File: src/rtl/core/rbs_pkg.sv
// Package with the types and constants shared by the ring byte buffer files.
package rbs_pkg;

    // Store geometry; the field widths of the channels are fixed to this depth.
    localparam int ADDR_W = 12;
    localparam int DEPTH  = 1 << ADDR_W;
    localparam int CNT_W  = ADDR_W + 1;

    // Operation codes carried in the op field of a request.
    localparam logic [2:0] OP_WRITE_BYTE   = 3'd0;
    localparam logic [2:0] OP_COMMIT_WRITE = 3'd1;
    localparam logic [2:0] OP_PEEK_BYTE    = 3'd2;
    localparam logic [2:0] OP_COMMIT_READ  = 3'd3;
    localparam logic [2:0] OP_READ_SPANS   = 3'd4;
    localparam logic [2:0] OP_WRITE_SPANS  = 3'd5;

    // One request as it travels inside the block.
    typedef struct packed {
        logic [2:0]        op;
        logic [ADDR_W-1:0] offset;
        logic [CNT_W-1:0]  count;
        logic [7:0]        data_in;
    } req_t;

    // One result as it travels inside the block.
    typedef struct packed {
        logic              ok;
        logic [7:0]        data_out;
        logic [ADDR_W-1:0] filled;
        logic [CNT_W-1:0]  free_space;
        logic [1:0]        span_count;
        logic [ADDR_W-1:0] span_start;
        logic [CNT_W-1:0]  first_len;
        logic [ADDR_W-1:0] second_len;
    } rsp_t;

    // Access command from the pointer logic to the byte store.
    typedef struct packed {
        logic              wr_en;
        logic              rd_en;
        logic [ADDR_W-1:0] addr;
        logic [7:0]        wdata;
    } mem_cmd_t;

endpackage

File: src/rtl/core/rbs_core.sv
// Pointer state, operation logic and result register of the ring buffer.
module rbs_core
    import rbs_pkg::*;
(
    input  logic       clk,
    input  logic       rst_n,
    input  logic       held_valid,
    input  req_t       held_item,
    output logic       take,
    output mem_cmd_t   mem_cmd,
    input  logic [7:0] mem_rdata,
    output logic       out_valid,
    input  logic       out_ready,
    output rsp_t       out_item
);

    logic [ADDR_W-1:0] rp_reg;
    logic [ADDR_W-1:0] rp_next;
    logic [ADDR_W-1:0] wp_reg;
    logic [ADDR_W-1:0] wp_next;
    logic              out_valid_reg;
    logic              out_valid_next;
    rsp_t              rsp_reg;
    rsp_t              rsp_next;
    logic              peek_reg;
    logic              peek_next;

    logic [ADDR_W-1:0] filled_now;
    logic [CNT_W-1:0]  free_now;
    logic [CNT_W:0]    off_p1;
    logic [CNT_W:0]    off_p2;
    logic [ADDR_W-1:0] rpos;
    logic [ADDR_W-1:0] wpos;
    logic              wr_ok;
    logic              rd_ok;
    logic              wspan_ok;
    logic [CNT_W-1:0]  rd_avail;
    logic [CNT_W-1:0]  rd_to_end;
    logic [CNT_W-1:0]  rd_len1;
    logic [CNT_W-1:0]  rd_left;
    logic [CNT_W-1:0]  wr_to_end;
    logic [ADDR_W-1:0] filled_after;

    // The held request moves on when the result register is empty or its result is taken.
    assign take = held_valid && (!out_valid_reg || out_ready);

    // Occupancy before the operation and the two offset positions.
    assign filled_now = wp_reg - rp_reg;
    assign free_now   = CNT_W'(DEPTH) - {1'b0, filled_now};
    assign off_p1     = {2'b00, held_item.offset} + (CNT_W + 1)'(1);
    assign off_p2     = {2'b00, held_item.offset} + (CNT_W + 1)'(2);
    assign rpos       = rp_reg + held_item.offset;
    assign wpos       = wp_reg + held_item.offset;
    assign wr_ok      = off_p2 <= {1'b0, free_now};
    assign rd_ok      = held_item.offset < filled_now;
    assign wspan_ok   = {1'b0, free_now} > off_p1;

    // Read span pieces: bytes up to the write pointer or up to the end of store.
    assign rd_avail  = {1'b0, wp_reg - rpos};
    assign rd_to_end = CNT_W'(DEPTH) - {1'b0, rpos};
    assign rd_len1   = (held_item.count < rd_to_end) ? held_item.count : rd_to_end;
    assign rd_left   = held_item.count - rd_len1;
    assign wr_to_end = CNT_W'(DEPTH) - {1'b0, wpos};

    // Operation decode: pointer updates, store access and span results.
    always_comb
    begin
        rp_next              = rp_reg;
        wp_next              = wp_reg;
        peek_next            = 1'b0;
        rsp_next             = '0;
        mem_cmd.wr_en        = 1'b0;
        mem_cmd.rd_en        = 1'b0;
        mem_cmd.addr         = rpos;
        mem_cmd.wdata        = held_item.data_in;
        unique case (held_item.op)
            OP_WRITE_BYTE:
            begin
                mem_cmd.addr  = wpos;
                mem_cmd.wr_en = take && wr_ok;
                rsp_next.ok   = wr_ok;
            end
            OP_COMMIT_WRITE:
            begin
                wp_next     = wp_reg + held_item.count[ADDR_W-1:0];
                rsp_next.ok = 1'b1;
            end
            OP_PEEK_BYTE:
            begin
                mem_cmd.rd_en = take && rd_ok;
                peek_next     = rd_ok;
                rsp_next.ok   = rd_ok;
            end
            OP_COMMIT_READ:
            begin
                rp_next     = rp_reg + held_item.count[ADDR_W-1:0];
                rsp_next.ok = 1'b1;
            end
            OP_READ_SPANS:
            begin
                if (held_item.count != '0 && rd_ok)
                begin
                    rsp_next.ok         = 1'b1;
                    rsp_next.span_start = rpos;
                    rsp_next.span_count = 2'd1;
                    if (rpos < wp_reg)
                    begin
                        rsp_next.first_len = (held_item.count < rd_avail) ?
                                             held_item.count : rd_avail;
                    end
                    else
                    begin
                        rsp_next.first_len = rd_len1;
                        if (rd_left != '0 && wp_reg != '0)
                        begin
                            rsp_next.second_len = (rd_left < {1'b0, wp_reg}) ?
                                                  rd_left[ADDR_W-1:0] : wp_reg;
                            rsp_next.span_count = 2'd2;
                        end
                    end
                end
            end
            OP_WRITE_SPANS:
            begin
                if (wspan_ok)
                begin
                    rsp_next.ok         = 1'b1;
                    rsp_next.span_start = wpos;
                    rsp_next.span_count = 2'd1;
                    if (rp_reg > wpos)
                    begin
                        rsp_next.first_len = {1'b0, rp_reg - wpos - ADDR_W'(1)};
                    end
                    else if (rp_reg == '0)
                    begin
                        rsp_next.first_len = wr_to_end - CNT_W'(1);
                    end
                    else
                    begin
                        rsp_next.first_len = wr_to_end;
                        if (rp_reg > ADDR_W'(1))
                        begin
                            rsp_next.second_len = rp_reg - ADDR_W'(1);
                            rsp_next.span_count = 2'd2;
                        end
                    end
                end
            end
            default:
            begin
                rsp_next.ok = 1'b0;
            end
        endcase
        rsp_next.filled     = filled_after;
        rsp_next.free_space = CNT_W'(DEPTH) - {1'b0, filled_after};
    end

    // Occupancy reported after the operation.
    assign filled_after = wp_next - rp_next;

    // Result register valid flag.
    always_comb
    begin
        out_valid_next = out_valid_reg;
        if (take)
        begin
            out_valid_next = 1'b1;
        end
        else if (out_ready)
        begin
            out_valid_next = 1'b0;
        end
    end

    always_ff @(posedge clk or negedge rst_n)
    begin
        if (!rst_n)
        begin
            rp_reg        <= '0;
            wp_reg        <= '0;
            out_valid_reg <= 1'b0;
        end
        else
        begin
            out_valid_reg <= out_valid_next;
            if (take)
            begin
                rp_reg <= rp_next;
                wp_reg <= wp_next;
            end
        end
    end

    // Result payload; the peek byte arrives from the store's read register.
    always_ff @(posedge clk)
    begin
        if (take)
        begin
            rsp_reg  <= rsp_next;
            peek_reg <= peek_next;
        end
    end

    always_comb
    begin
        out_item          = rsp_reg;
        out_item.data_out = peek_reg ? mem_rdata : 8'd0;
    end

    assign out_valid = out_valid_reg;

endmodule

File: config.mk
export PLATFORM = sky130hd
export DESIGN_NAME = rbs_core
export DESIGN_NICKNAME = d
export VERILOG_FILES = /design/src/rtl/core/rbs_pkg.sv /design/src/rtl/core/rbs_core.sv
export SDC_FILE = /design/constraint.sdc
export NUM_CORES = 1
export LEC_CHECK = 0
export ABC_AREA = 1
export BUFFER_PORTS_ARGS = -buffer_cell sky130_fd_sc_hd__buf_4
export CELL_PAD_IN_SITES_DETAIL_PLACEMENT = 0
export CELL_PAD_IN_SITES_GLOBAL_PLACEMENT = 2
export CORE_MARGIN = 1.5
export CORE_UTILIZATION = 37
export CTS_BUF_LIST = sky130_fd_sc_hd__clkbuf_16
export CTS_CLUSTER_SIZE = 40
export DETAILED_ROUTE_END_ITERATION = 7
export GPL_ROUTABILITY_DRIVEN = 0
export PLACE_DENSITY_LB_ADDON = 0.1
export SYNTH_ARGS = -nofsm -noshare
export SYNTH_HDL_FRONTEND = slang
export SYNTH_SLANG_ARGS = --single-unit
File: constraint.sdc
create_clock -name clk -period 19.1 [get_ports clk]
set_input_delay 3.82 -clock clk [delete_from_list [all_inputs] [get_ports clk]]
set_output_delay 3.82 -clock clk [all_outputs]
set_load 0.005 [all_outputs]
==> results.yml <==
outcome:
  outcome: "complete, no violations"
synthesis:
  yosysUniqueCellTypes: 54
  ys_ff_latch: 90
  synthCells: 1911
  avgSynthCellArea_um2: 6.79
  ys_warn_count: 0
  synth_area_um2: 13000
  synthFlopType: "edfxtp_1"
  synthArstFlopShare_pct: 27.8
  synth_edf_count: 65
  synth_seq_area_share_pct: 19.9
  synth_nets: 2150
clock_tree:
  cts_hold_buf: 0
  cts-buffers-inserted: 9
  postCtsResizedCells: 0
  clock_sinks: 90
  clkLatencyLatePin_ps: 370
  htree_levels: 3
  postCtsSetupBuffers: 0
  clk_pin_slew_worst_paths_ps: 70
  cts_tree: "yes"
  clk_path_buf_depth: 2
  cts_root_buf: "clkbuf_16"
timing:
  fmax_mhz: 93.1
  finalCritPeriodShare_pct: 56.3
  report.final.slew_viol_count: 0
  slew_headroom_pct: 20.5
  finalSetupViolations: 0
  post-route-min-period_ps: 10740
  worst_pin_slew_ps: 1180
  final.setup_skew_ps: 16.5
  tns_ps: 0
  rsz0062_at_grt: "no"
  whs_ps: 512
  hold_violations: 0
worst_setup_path:
  endpoint_kind: "flop"
  critPathKind: "primary input to flop"
  slowest_stage: "fa_1"
  startpoint_type: "primary input"
  required_ps: 19210
  cp.arrival_ps: 10860
  critPathLaunch: "held_item[21]"
  reg2reg_from: "rp_reg[0]$_DFFE_PN0P_"
  slowest_delay_ps: 550
  worst-path-max-fanout: 25
  worst_path_most_repeated_cell: "nand2_1"
detailed_routing:
  drt.antenna.violating_nets: 0
  wirelength_mm: 48.5
  vias_per_cell: 5.25
  wl_per_cell_um: 19.6
  drc: 0
  num_vias: 13016
  firstDrtPassIters: 5
  detail_route.iter0.violations: 832
finish:
  fin_cells: 2481
  largest_register_ffs: 64
  seqCellArea_um2: 2580
  drive_gt1_share_pct: 11.2
  multiInputGateArea_um2: 9100
  area_delta_synth_final_pct: 13.2
  nets: 2260
  diodes: 0
  nFillCells: 3684
  final_util_pct: 42.5
die:
  pin_count: 145
  core-area_um2: 34500
  die-area_um2: 36200
  start_util_pct: 37.6
  num_rows: 68
  die_h_um: 190
  fp.dieW_um: 190
placed_design:
  numPortBuffers: 128
  numPlacedInstances: 2465
  place_hpwl_mm: 39.3
global_routing:
  grt_max_degree: 64
  grt_first_pass_wirelength_mm: 73.3
  first_global_vias: 12245
  overflow: 0
  antenna_found_initial: 1
  track_usage_pct: 27.0
run:
  maxCapViolations: 0
power_and_ir_drop:
  p_leak_nw: 7.47
  power.density_nw_per_um2: 188
  total_power_mw: 2.77
  vdd_ir_drop_max_uv: 98.5
worst_hold_path:
  hold_class: "flop to flop"
  min-delay-start: "out_valid$_DFFE_PN0P_"
per-stage QoR:
step / worst slack, ps / cell area, um^2
after floorplan: 9130 / 13000
after global placement: 8310 / 14400
after detailed placement: 8090 / 14400
after CTS: 8430 / 14700
after global routing: 7610 / 14700
final: 8360 / 14700
where the power goes:
group          switching, mW  leakage, nW  internal [mW]
clock network         0.0963        0.148         0.0932
logic                   1.42         6.36          0.787
registers             0.0687        0.959          0.297
total                   1.59         7.47           1.18
logic make-up after synthesis:
logic type	share of synthesized area, %
xor gates and xnor gates	7.27
adders and majority gates	18.9
DFF	19.9
and+or+nand+nor	29.1
muxes	0.318
AOI/OAI and AO/OA	14.6
buffers and inverters	9.98
layout by cell type (no fill, tap or decap), types with 10 or more instances in the layout:
cell      instances
nor2_1          118
nand3_2          11
xor2_1           82
o22ai_1          14
nand2_2          17
xnor2_1          22
nor3_1           29
a21oi_1         128
o21ai_0         140
dfrtp_1          25
nand3_1         103
o21bai_1         10
edfxtp_1         65
a31oi_1          10
nand2_1         471
ha_1            182
inv_1           277
nand4_1          48
buf_4           140
nor2_2           13
layer usage:
layer / global-route usage, % / vias up / share of wire (%)
li1: - / 6617 / -
met1: 38.1 / 5968 / 48
met2: 43.6 / 372 / 44
met3: 2.96 / 57 / 5.3
met4: 7.24 / 2 / 2.5
met5: 0 / - / 0.027
worst max-delay path, delay by kind of cell:
kind	cells	cell delay, ps
AND/OR/NAND/NOR	16	2060
XOR/XNOR	2	390
adder cells (fa/ha/maj)	7	2230
AO/OA/AOI/OAI	9	1540
buffers and inverters	6	770
worst paths after layout:
kind | slack, ps | depth (start not counted) | endpoint
setup / recovery | 8360 | 40 | out_item[1]$_DFFE_PP_
hold / removal | 510 | 2 | out_valid$_DFFE_PN0P_
setup reg to reg | 11370 | 39 | out_item[1]$_DFFE_PP_
hold reg to reg | 510 | 2 | out_valid$_DFFE_PN0P_
max in group asynchronous | 15410 | 1 | wp_reg[1]$_DFFE_PN0P_
min in group asynchronous | 3380 | 1 | wp_reg[8]$_DFFE_PN0P_
cells in the mapped netlist (3+ instances only):
master,count,share of area [%]
edfxtp_1,65,15
buf_4,10,0.58
nand3b_1,9,0.52
nand3_2,11,0.85
ha_1,182,18
o2111ai_1,6,0.41
nor2_2,13,0.63
dfrtp_1,25,4.8
nor2_1,118,3.4
xor2_1,82,5.5
a31oi_1,10,0.48
o21bai_1,10,0.58
nand4_1,48,2.3
o22ai_1,14,0.68
a21oi_1,128,4.9
buf_2,3,0.12
nand2_4,3,0.26
buf_6,3,0.26
fa_1,9,1.4
o21a_1,3,0.17
a21o_1,5,0.29
nand2_1,471,14
clkbuf_1,24,0.69
inv_1,277,8.0
mux2i_1,3,0.23
nand2_2,17,0.82
nor4_1,9,0.43
nand3_1,103,4.0
o21ai_0,140,5.4
o21ai_1,4,0.15
nor3_1,30,1.2
or2_2,7,0.34
xnor2_1,22,1.5
o211ai_1,9,0.52
inv_2,8,0.23
a211oi_1,5,0.29
area by class of cell:
type	count	area share, %
flip-flops and latches	90	17.6
well taps	455	3.88
clock buffers	9	1.53
clock inverters	7	0.503
repair buffers	140	7.16
multi-input cells	1493	62.0
inverters	287	7.35
No activity file was read; power rests on OpenSTA's default activity.
