[config.mk]
export PLATFORM = sky130hd
export DESIGN_NAME = rbs_in_stage
export DESIGN_NICKNAME = d
export VERILOG_FILES = /design/src/rtl/core/rbs_pkg.sv /design/src/rtl/core/rbs_in_stage.sv
export SDC_FILE = /design/constraint.sdc
export NUM_CORES = 1
export LEC_CHECK = 0
export ABC_CLOCK_PERIOD_IN_PS = 2000
export BUFFER_PORTS_ARGS = -buffer_cell sky130_fd_sc_hd__buf_4
export CORE_ASPECT_RATIO = 1.75
export CORE_MARGIN = 2
export CORE_UTILIZATION = 45
export CTS_BUF_LIST = sky130_fd_sc_hd__clkbuf_4 sky130_fd_sc_hd__clkbuf_8
export DETAILED_ROUTE_END_ITERATION = 10
export PLACE_DENSITY = 0.86
export REMOVE_ABC_BUFFERS = 1
export SYNTH_ARGS = -nofsm -noshare
export SYNTH_HDL_FRONTEND = slang
export SYNTH_SLANG_ARGS = --single-unit
[constraint.sdc]
create_clock -name clk -period 2 [get_ports clk]
set_input_delay 0.5 -clock clk [delete_from_list [all_inputs] [get_ports clk]]
set_output_delay 0.5 -clock clk [all_outputs]
set_load 0.01 [all_outputs]
[src/rtl/core/rbs_pkg.sv]
// Package with the types and constants shared by the ring byte buffer files.
package rbs_pkg;

    // Store geometry; the field widths of the channels are fixed to this depth.
    localparam int ADDR_W = 12;
    localparam int DEPTH  = 1 << ADDR_W;
    localparam int CNT_W  = ADDR_W + 1;

    // Operation codes carried in the op field of a request.
    localparam logic [2:0] OP_WRITE_BYTE   = 3'd0;
    localparam logic [2:0] OP_COMMIT_WRITE = 3'd1;
    localparam logic [2:0] OP_PEEK_BYTE    = 3'd2;
    localparam logic [2:0] OP_COMMIT_READ  = 3'd3;
    localparam logic [2:0] OP_READ_SPANS   = 3'd4;
    localparam logic [2:0] OP_WRITE_SPANS  = 3'd5;

    // One request as it travels inside the block.
    typedef struct packed {
        logic [2:0]        op;
        logic [ADDR_W-1:0] offset;
        logic [CNT_W-1:0]  count;
        logic [7:0]        data_in;
    } req_t;

    // One result as it travels inside the block.
    typedef struct packed {
        logic              ok;
        logic [7:0]        data_out;
        logic [ADDR_W-1:0] filled;
        logic [CNT_W-1:0]  free_space;
        logic [1:0]        span_count;
        logic [ADDR_W-1:0] span_start;
        logic [CNT_W-1:0]  first_len;
        logic [ADDR_W-1:0] second_len;
    } rsp_t;

    // Access command from the pointer logic to the byte store.
    typedef struct packed {
        logic              wr_en;
        logic              rd_en;
        logic [ADDR_W-1:0] addr;
        logic [7:0]        wdata;
    } mem_cmd_t;

endpackage

[src/rtl/core/rbs_in_stage.sv]
// Input register stage: holds one request until the core takes it.
module rbs_in_stage
    import rbs_pkg::*;
(
    input  logic clk,
    input  logic rst_n,
    input  logic in_valid,
    output logic in_ready,
    input  req_t in_item,
    input  logic take,
    output logic held_valid,
    output req_t held_item
);

    logic held_valid_reg;
    logic held_valid_next;
    req_t held_item_reg;
    logic load;

    // The stage accepts when empty or when its item moves on in this cycle.
    assign in_ready = !held_valid_reg || take;
    assign load     = in_valid && in_ready;

    always_comb
    begin
        held_valid_next = held_valid_reg;
        if (load)
        begin
            held_valid_next = 1'b1;
        end
        else if (take)
        begin
            held_valid_next = 1'b0;
        end
    end

    always_ff @(posedge clk or negedge rst_n)
    begin
        if (!rst_n)
        begin
            held_valid_reg <= 1'b0;
        end
        else
        begin
            held_valid_reg <= held_valid_next;
        end
    end

    // Payload needs no reset.
    always_ff @(posedge clk)
    begin
        if (load)
        begin
            held_item_reg <= in_item;
        end
    end

    assign held_valid = held_valid_reg;
    assign held_item  = held_item_reg;

endmodule

==> results of run 1 <==
==> worst paths after layout <==
path                                         from                     end  slack (ns)  cells past startpoint
setup reg to reg           held_valid$_DFFE_PN0P_  held_item[0]$_DFFE_PP_        0.71                      2
hold / removal                         in_item[2]  held_item[2]$_DFFE_PP_        0.39                      1
hold reg to reg            held_valid$_DFFE_PN0P_  held_valid$_DFFE_PN0P_        0.56                      2
min in group asynchronous                   rst_n  held_valid$_DFFE_PN0P_        0.55                      2
setup / recovery           held_valid$_DFFE_PN0P_                in_ready        0.61                      2
max in group asynchronous                   rst_n  held_valid$_DFFE_PN0P_        1.37                      2
==> metrics by stage <==
step           cells  hold WS [ns]
2_1_floorplan     40         0.204
3_3_place_gp     143         0.276
3_5_place_dp     143         0.276
4_1_cts          152         0.379
5_1_grt          152         0.366
6_report         152         0.386
==> kinds of logic after synthesis <==
kind of cell and share of synthesized area [%]:
flip-flops 97.5, AND/OR/NAND/NOR 2.54
==> placed cells by master, fill, tap and decap left out <==
| cell type | n |
|---|---|
| and2_4 | 1 |
| buf_4 | 77 |
| bufinv_16 | 2 |
| clkbuf_8 | 5 |
| clkinv_2 | 1 |
| dfrtp_1 | 1 |
| dlygate4sd3_1 | 1 |
| edfxtp_1 | 36 |
| nand2b_1 | 1 |
| nand2b_4 | 1 |
==> metal layers <==
layer | track usage [%] | part of all wire [%] | wire [µm]
met1 | 15.4 | 30 | 763
met3 | 6.98 | 8.1 | 209
met2 | 34.2 | 61 | 1570
met5 | 0 | 0 | 0
met4 | 9.68 | 1.7 | 44
==> cell usage after synthesis <==
cell type	count	share of area (%)
edfxtp_1	36	95
nand2b_1	1	0.55
nand2b_4	1	1.2
dfrtp_1	1	2.2
and2_4	1	0.77
==> power by group through the flow <==
stage	registers, mW	clock network, mW	logic, mW
floorplan	0.953	0	0.0195
global placement	0.930	0	0.161
detailed placement	0.933	0	0.168
CTS	0.917	0.755	0.170
global route	0.919	0.789	0.177
finish	0.916	0.741	0.169
==> critical path, stage by stage, from the launching register on <==
cell and delay [ns]:
dfrtp_1 0.41, nand2b_4 0.09, buf_4 0.11
==> area by class of cell <==
| cell class | instances | area [µm²] | area share [%] |
|---|---|---|---|
| repair buffers | 78 | 588 | 31.1 |
| clock buffers | 5 | 68.8 | 3.64 |
| well taps | 26 | 32.5 | 1.72 |
| multi-input cells | 3 | 28.8 | 1.52 |
| flip-flops and latches | 37 | 1110 | 58.5 |
| clock inverters | 3 | 65.1 | 3.44 |
==> flow_summary.toml, run 1 <==
[synthesis]
ys_ff_latch = 37
synth_cell_types = 5
synth-seq-area-share_pct = 97.5
syn_area_um2 = 1130
synth_area_per_cell_um2 = 28.4
ys_warn_count = 0
synth_cells = 40

[floorplan]
core_um2 = 2430
io_pins = 78
die-area_um2 = 2960
num_rows = 24
start_util_pct = 46.7
die_width_um = 42.0
die_h_um = 70.4

[critical_path]
path_max_fanout = 3
cp.arrival_ns = 0.89
critical_path_class = "flop to output port"
cp-end-kind = "output port"
crit_required_ns = 1.50
worst_setup_path_start_kind = "flop"

[clock_network]
clk_latency_ns = 0.28
cts_root_buf = "clkbuf_8"
holdBufCountCts = 1
cts_made_buffers = 5
cts_resized = 0
clock_sinks = 37
cts_setup_buffers = 0
htreeDepth = 2
cts.path.max_buffers = 2
path_clk_slew_ns = 0.07
cts_tree = "done"

[sta]
max_freq_mhz = 720
hold_violations = 0
min_period_over_period_pct = 69.4
postLayoutSetupSlackWorst_ns = 0.612
setup_viol = 0
finalSetupTns_ns = 0
rsz0062_at_grt = "false"
fin_skew_ns = 0.00889
period_needed_ns = 1.39
worst_pin_slew_ns = 0.445
maxSlewHeadroom_pct = 70.3
maxSlewViolCount = 0

[drt]
drc = 0
dr.pass1.iters = 2
dr.first_iter.drc_count = 25
vias = 705
wl_mm = 2.59
ant_nets = 0
post_drt_via_cell_ratio = 4.64
wl_per_cell_um = 17.0

[pwr]
intPower_mw = 1.50
power_mw = 1.83
irDropWorstVdd_v = 0.000817
switching_power_mw = 0.328
p_sw_share_pct = 18.0
power_frac_clock_pct = 40.6
combPwrFrac_pct = 9.2
pwr-share-seq_pct = 50.2
cellPowerDensity_nw_per_um2 = 966
leakage_nw = 0.811

[global_route]
grt_first_pass_wirelength_mm = 3.71
grt_overflow = 0
antenna_found_initial = 0
grt_pass1_vias = 767
grtUsageTotal_pct = 18.2
grt_max_degree = 37

[layout]
stdcell_area_um2 = 1890
drive_above_1_share_pct = 69.0
areaGrowthSynthToFinish_pct = 66.5
largest_reg_flops = 36
final_core_util_pct = 77.7
nFillCells = 135
fin_nets = 165
diodes = 0

[job]
drv_cap = 0

[place]
place_congestion = 0.660
post-place-ws_ns = 0.498
io_buffers = 77
placed_area_um2 = 1750

[worst_hold_path]
hold_class = "input pin to flop"

[outcome]
status = "finished, final reports clean"
Note: power is estimated with default switching activity, not from simulation.
==> run 2, diff against run 1 <==
ABC_CLOCK_PERIOD_IN_PS = 1200   (was 2000)
CORE_UTILIZATION = 38   (was 45)
PLACE_DENSITY = 0.77   (was 0.86)
clock period = 1.2 ns   (was 2 ns; I/O delays follow)
==> run 2 against run 1 <==
Against the previous run: clock power grew 21%; combinational power rose by 79%; die area is 17% higher; global-route usage decreased by 3.2 points; final cell count grew 3.3%; non-clock buffer count is 3 higher; power up 49%; clock skew down 0.0048 ns; flip-flop and latch count unchanged; sequential power grew 66%.
==> flow_summary.toml, run 2 (synthesis gave the netlist of run 1 again) <==
[sta]
hold_violations = 0
finalSetupTns_ns = 0
maxSlewViolCount = 0
postLayoutSetupSlackWorst_ns = 0.0119
min_period_over_period_pct = 99.0
max_freq_mhz = 842
setup_viol = 0
rsz0062_at_grt = "true"
fin_skew_ns = 0.00410
holdWs_ns = 0.192
worst_pin_slew_ns = 0.144
maxSlewHeadroom_pct = 90.4
period_needed_ns = 1.19

[drt]
ant_nets = 0
dr.pass1.iters = 3
wl_per_cell_um = 14.9
wl_mm = 2.35
top_layer = "met4"
met1Wirelength_um = 717
post_drt_via_cell_ratio = 4.49
routed-wl-met2_mm = 1.36
drc = 0
wl_met3_um = 202
dr.first_iter.drc_count = 10
vias = 705

[floorplan]
die_h_um = 76.3
start_util_pct = 39.2
io_pins = 78
core_um2 = 2900
die-area_um2 = 3460
die_width_um = 45.3
num_rows = 26

[pwr]
p_sw_share_pct = 19.1
pwr-share-seq_pct = 55.9
irDropWorstVdd_v = 0.00111
cellPowerDensity_nw_per_um2 = 1430
intPower_mw = 2.20
switching_power_mw = 0.520
leakage_nw = 0.820
combPwrFrac_pct = 11.1
power_frac_clock_pct = 33.0

[clock_network]
cts_root_buf = "clkbuf_8"
cts.path.max_buffers = 2
htreeDepth = 2
clk_latency_ns = 0.28
cts_made_buffers = 5
clock_sinks = 37
cts_tree = "done"
path_clk_slew_ns = 0.07

[global_route]
grt_first_pass_wirelength_mm = 3.47
grt_overflow = 0
grt_pass1_vias = 762
grt_max_degree = 21
antenna_found_initial = 0
grtUsageTotal_pct = 15.1

[place]
placed_area_um2 = 1790
post-place-ws_ns = 0.0631
place_congestion = 0.676
io_buffers = 77
placedCellCount = 147

[worst_hold_path]
whs_path_depth = 1
hold_path.startpoint = "in_item[29]"
hold_class = "input pin to flop"
hold_end = "held_item[29]$_DFFE_PP_"

[layout]
largest_reg_flops = 36
drive_above_1_share_pct = 69.8
stdcell_area_um2 = 1910
finalNonFillerCells = 157
diodes = 0
areaGrowthSynthToFinish_pct = 68.0
fin_nets = 168
layout_commonest_cell = "buf_4"
final_cell_mix = "77 x buf_4, 36 x edfxtp_1, 6 x clkbuf_8"

[critical_path]
reg2reg_slack_ns = 0.06
path_cells = "nand2b_4, buf_6"
critical_path_class = "flop to output port"
path_max_fanout = 3
cp.arrival_ns = 0.89
worst_setup_path_start_kind = "flop"
cpMaxStageDelayCell = "dfrtp_1"
timing.rr.end = "held_item[0]$_DFFE_PP_"
r2r_start = "held_valid$_DFFE_PN0P_"
critPathMaxStageDelay_ns = 0.42
crit_required_ns = 0.90
ff2ff_path_depth = 3
cp-end-kind = "output port"

[job]
drv_cap = 0

[outcome]
status = "finished, final reports clean"
==> run 2: through the flow <==
step	power (mW)	util, %
2_1_floorplan	1.62	-
3_3_place_gp	1.84	61.8
3_5_place_dp	1.85	61.8
4_1_cts	2.77	65.9
5_1_grt	2.85	65.9
6_report	2.73	65.9
==> run 2: routing by layer <==
layer	global-route usage, %	vias to the layer above
met5	0	-
met4	9.71	0
met3	7.58	6
met2	24.7	37
met1	13.5	329
li1	-	333
==> run 2: worst max-delay path, delay by kind of cell, from the launching register on <==
| family | cells | cell delay, ns |
|---|---|---|
| AND/OR/NAND/NOR | 1 | 0.09 |
| buffers and inverters | 1 | 0.10 |
| flip-flops | 1 | 0.42 |
==> run 2: power groups by stage <==
stage	clock network [mW]	logic [mW]	registers, mW
after floorplan	0	0.0325	1.59
after global placement	0	0.291	1.55
after detailed placement	0	0.300	1.55
after CTS	0.933	0.308	1.53
after global routing	0.997	0.322	1.53
final	0.899	0.302	1.52
==> run 2: final cells by class <==
class	count	area [µm²]
Clock buffer	8	97.6
Fill cell	213	988
Multi-Input combinational cell	3	28.8
Sequential cell	37	1110
Tap cell	28	35.0
Timing Repair Buffer	81	639
==> run 2: worst max path at each step <==
stage,start,end,slack [ns],cells after the start
floorplan,held_valid$_DFFE_PN0P_,held_item[0]$_DFFE_PP_,-0.04,2
global placement,take,held_item[2]$_DFFE_PP_,0.09,4
detailed placement,take,held_item[19]$_DFFE_PP_,0.06,4
CTS,held_valid$_DFFE_PN0P_,in_ready,-0.0008,2
global route,held_valid$_DFFE_PN0P_,in_ready,-0.04,2
finish,held_valid$_DFFE_PN0P_,in_ready,0.01,2
==> run 2: what timing repair did <==
| item | 4_1_cts | 5_1_grt |
|---|---|---|
| hold buffers | 1 | 0 |
| resized for setup | 1 | 0 |
| setup endpoints to repair | 1 | 2 |
| buffers inserted | 1 | 0 |
| hold endpoints to repair | 1 | 0 |
==> run 3, diff against run 2 <==
ABC_CLOCK_PERIOD_IN_PS = 1000   (was 1200)
clock period = 1 ns   (was 1.2 ns; I/O delays follow)
==> run 3 against run 2 <==
Against the previous run: the run now ends with negative setup slack left; combinational power rose by 42%; first-iteration DRC count grew 60%; largest power group unchanged; non-clock buffer count up 3; setup slack got worse by 0.22 ns; sequential share of layout area decreased by 4.0 points; highest routed layer unchanged; critical path depth grew 2; flip-flop and latch count unchanged; count of clock-buffer cells in the layout is 2 lower; final cell count increased by 1.3%; hold slack worse by 0.046 ns.
==> flow_summary.toml, run 3 (synthesis gave the netlist of run 1 again) <==
[outcome]
status = "finished with violations"
violations = "negative setup slack"

[critical_path]
ff2ff_path_depth = 4
critPathMaxStageDelay_ns = 0.41
r2r_start = "held_valid$_DFFE_PN0P_"
crit_required_ns = 0.99
path_max_fanout = 10
cp-end-kind = "flop"
critical_path_class = "flop to flop"
cpMaxStageDelayCell = "dfrtp_1"
path_cells = "nand2b_4, buf_4, and2_4, clkbuf_16"
reg2reg_slack_ns = -0.21
timing.rr.end = "held_item[15]$_DFFE_PP_"
worst_setup_path_start_kind = "flop"
cp.arrival_ns = 1.20

[worst_hold_path]
hold_path.startpoint = "in_item[19]"
hold_end = "held_item[19]$_DFFE_PP_"
whs_path_depth = 1
hold_class = "input pin to flop"

[drt]
post_drt_via_cell_ratio = 4.46
ant_nets = 0
dr.first_iter.drc_count = 16
vias = 709
drc = 0
wl_mm = 2.38
dr.pass1.iters = 4
wl_per_cell_um = 15.0

[sta]
worst_pin_slew_ns = 0.126
min_period_over_period_pct = 121
holdWs_ns = 0.145
maxSlewHeadroom_pct = 91.6
max_freq_mhz = 827
postLayoutSetupSlackWorst_ns = -0.210
period_needed_ns = 1.21
fin_skew_ns = 0.00493
setup_viol = 74
rsz0062_at_grt = "true"
hold_violations = 0
maxSlewViolCount = 0

[layout]
nFillCells = 184
largest_reg_flops = 36
layout_commonest_cell = "buf_4"
regArea_um2 = 1110
final_cell_mix = "47 x buf_4, 36 x edfxtp_1, 33 x buf_6"
drive_above_1_share_pct = 69.5
multi_input_area_um2 = 28.8
diodes = 0
areaGrowthSynthToFinish_pct = 80.6
fin_nets = 171

[floorplan]
start_util_pct = 39.2
core_um2 = 2900
die-area_um2 = 3460
num_rows = 26
die_h_um = 76.3
io_pins = 78
die_width_um = 45.3

[pwr]
irDropWorstVdd_v = 0.00128
pwr-share-seq_pct = 57.3
cellPowerDensity_nw_per_um2 = 1570
intPower_mw = 2.59
power_mw = 3.21
p_sw_share_pct = 19.5
switching_power_mw = 0.627
leakage_nw = 0.870
combPwrFrac_pct = 13.3
power_frac_clock_pct = 29.4

[global_route]
grt_max_degree = 21
grtUsageTotal_pct = 14.9
grt_overflow = 0
grt_first_pass_wirelength_mm = 3.55
antenna_found_initial = 0
grt_pass1_vias = 771

[clock_network]
cts_root_buf = "clkbuf_8"
htreeDepth = 2
cts_made_buffers = 5
path_clk_slew_ns = 0.07
cts.path.max_buffers = 2
clk_latency_ns = 0.28
clock_sinks = 37
cts_tree = "done"

[place]
place_congestion = 0.676
io_buffers = 77

[job]
drv_cap = 0
[run 3: worst max path at each step]
stage / startpoint / to / depth (start not counted)
after detailed placement: held_valid$_DFFE_PN0P_ / held_item[2]$_DFFE_PP_ / 3
after global placement: held_valid$_DFFE_PN0P_ / held_item[2]$_DFFE_PP_ / 3
after global routing: held_valid$_DFFE_PN0P_ / in_ready / 3
after floorplan: held_valid$_DFFE_PN0P_ / held_item[0]$_DFFE_PP_ / 2
final: held_valid$_DFFE_PN0P_ / held_item[15]$_DFFE_PP_ / 4
after CTS: held_valid$_DFFE_PN0P_ / in_ready / 3
[run 3: area by class of cell]
class / instances / area share, %
tap: 28 / 1.71
clock buffer: 6 / 3.72
timing repair buffer: 84 / 39.0
sequential: 37 / 54.0
clock inverter: 1 / 0.183
multi-input combinational: 3 / 1.40
[run 3: timing repair]
action,4_1_cts,5_1_grt
pin swaps,0,1
endpoints found under the hold margin,1,0
cloned,0,1
resized for setup,21,12
hold buffers,1,0
buffers inserted,2,0
setup endpoints to repair,74,74
[run 3: power groups by stage]
stage | combinational [mW] | clock [mW] | sequential [mW]
after floorplan | 0.0390 | 0 | 1.91
after global placement | 0.354 | 0 | 1.86
after detailed placement | 0.364 | 0 | 1.86
after CTS | 0.402 | 0.976 | 1.84
after global routing | 0.451 | 1.06 | 1.85
final | 0.428 | 0.943 | 1.84
[run 3: metrics by stage]
stage	utilization [%]	instance area, µm²	TNS, ns	std cells	worst slack (ns)
finish	70.8	2050	-8.76	159	-0.210
global route	70.8	2050	-11.81	159	-0.260
CTS	68.4	1980	-9.28	158	-0.211
detailed placement	62.0	1800	-3.53	148	-0.107
global placement	62.0	1800	-2.71	148	-0.0828
floorplan	-	1130	-8.70	40	-0.242
[run 3: per-layer routing]
metal	track usage, %	up-vias	wire, µm
li1	-	340	-
met1	15.8	327	807
met2	24.0	38	1350
met3	7.35	4	180
met4	6.18	0	38
met5	0	-	0
[run 3: worst max-delay path: cells and delay by family (launching register included)]
| family | cells | cell delay (ns) |
|---|---|---|
| AND/OR/NAND/NOR | 2 | 0.26 |
| flip-flops | 1 | 0.41 |
| buffers and inverters | 2 | 0.26 |
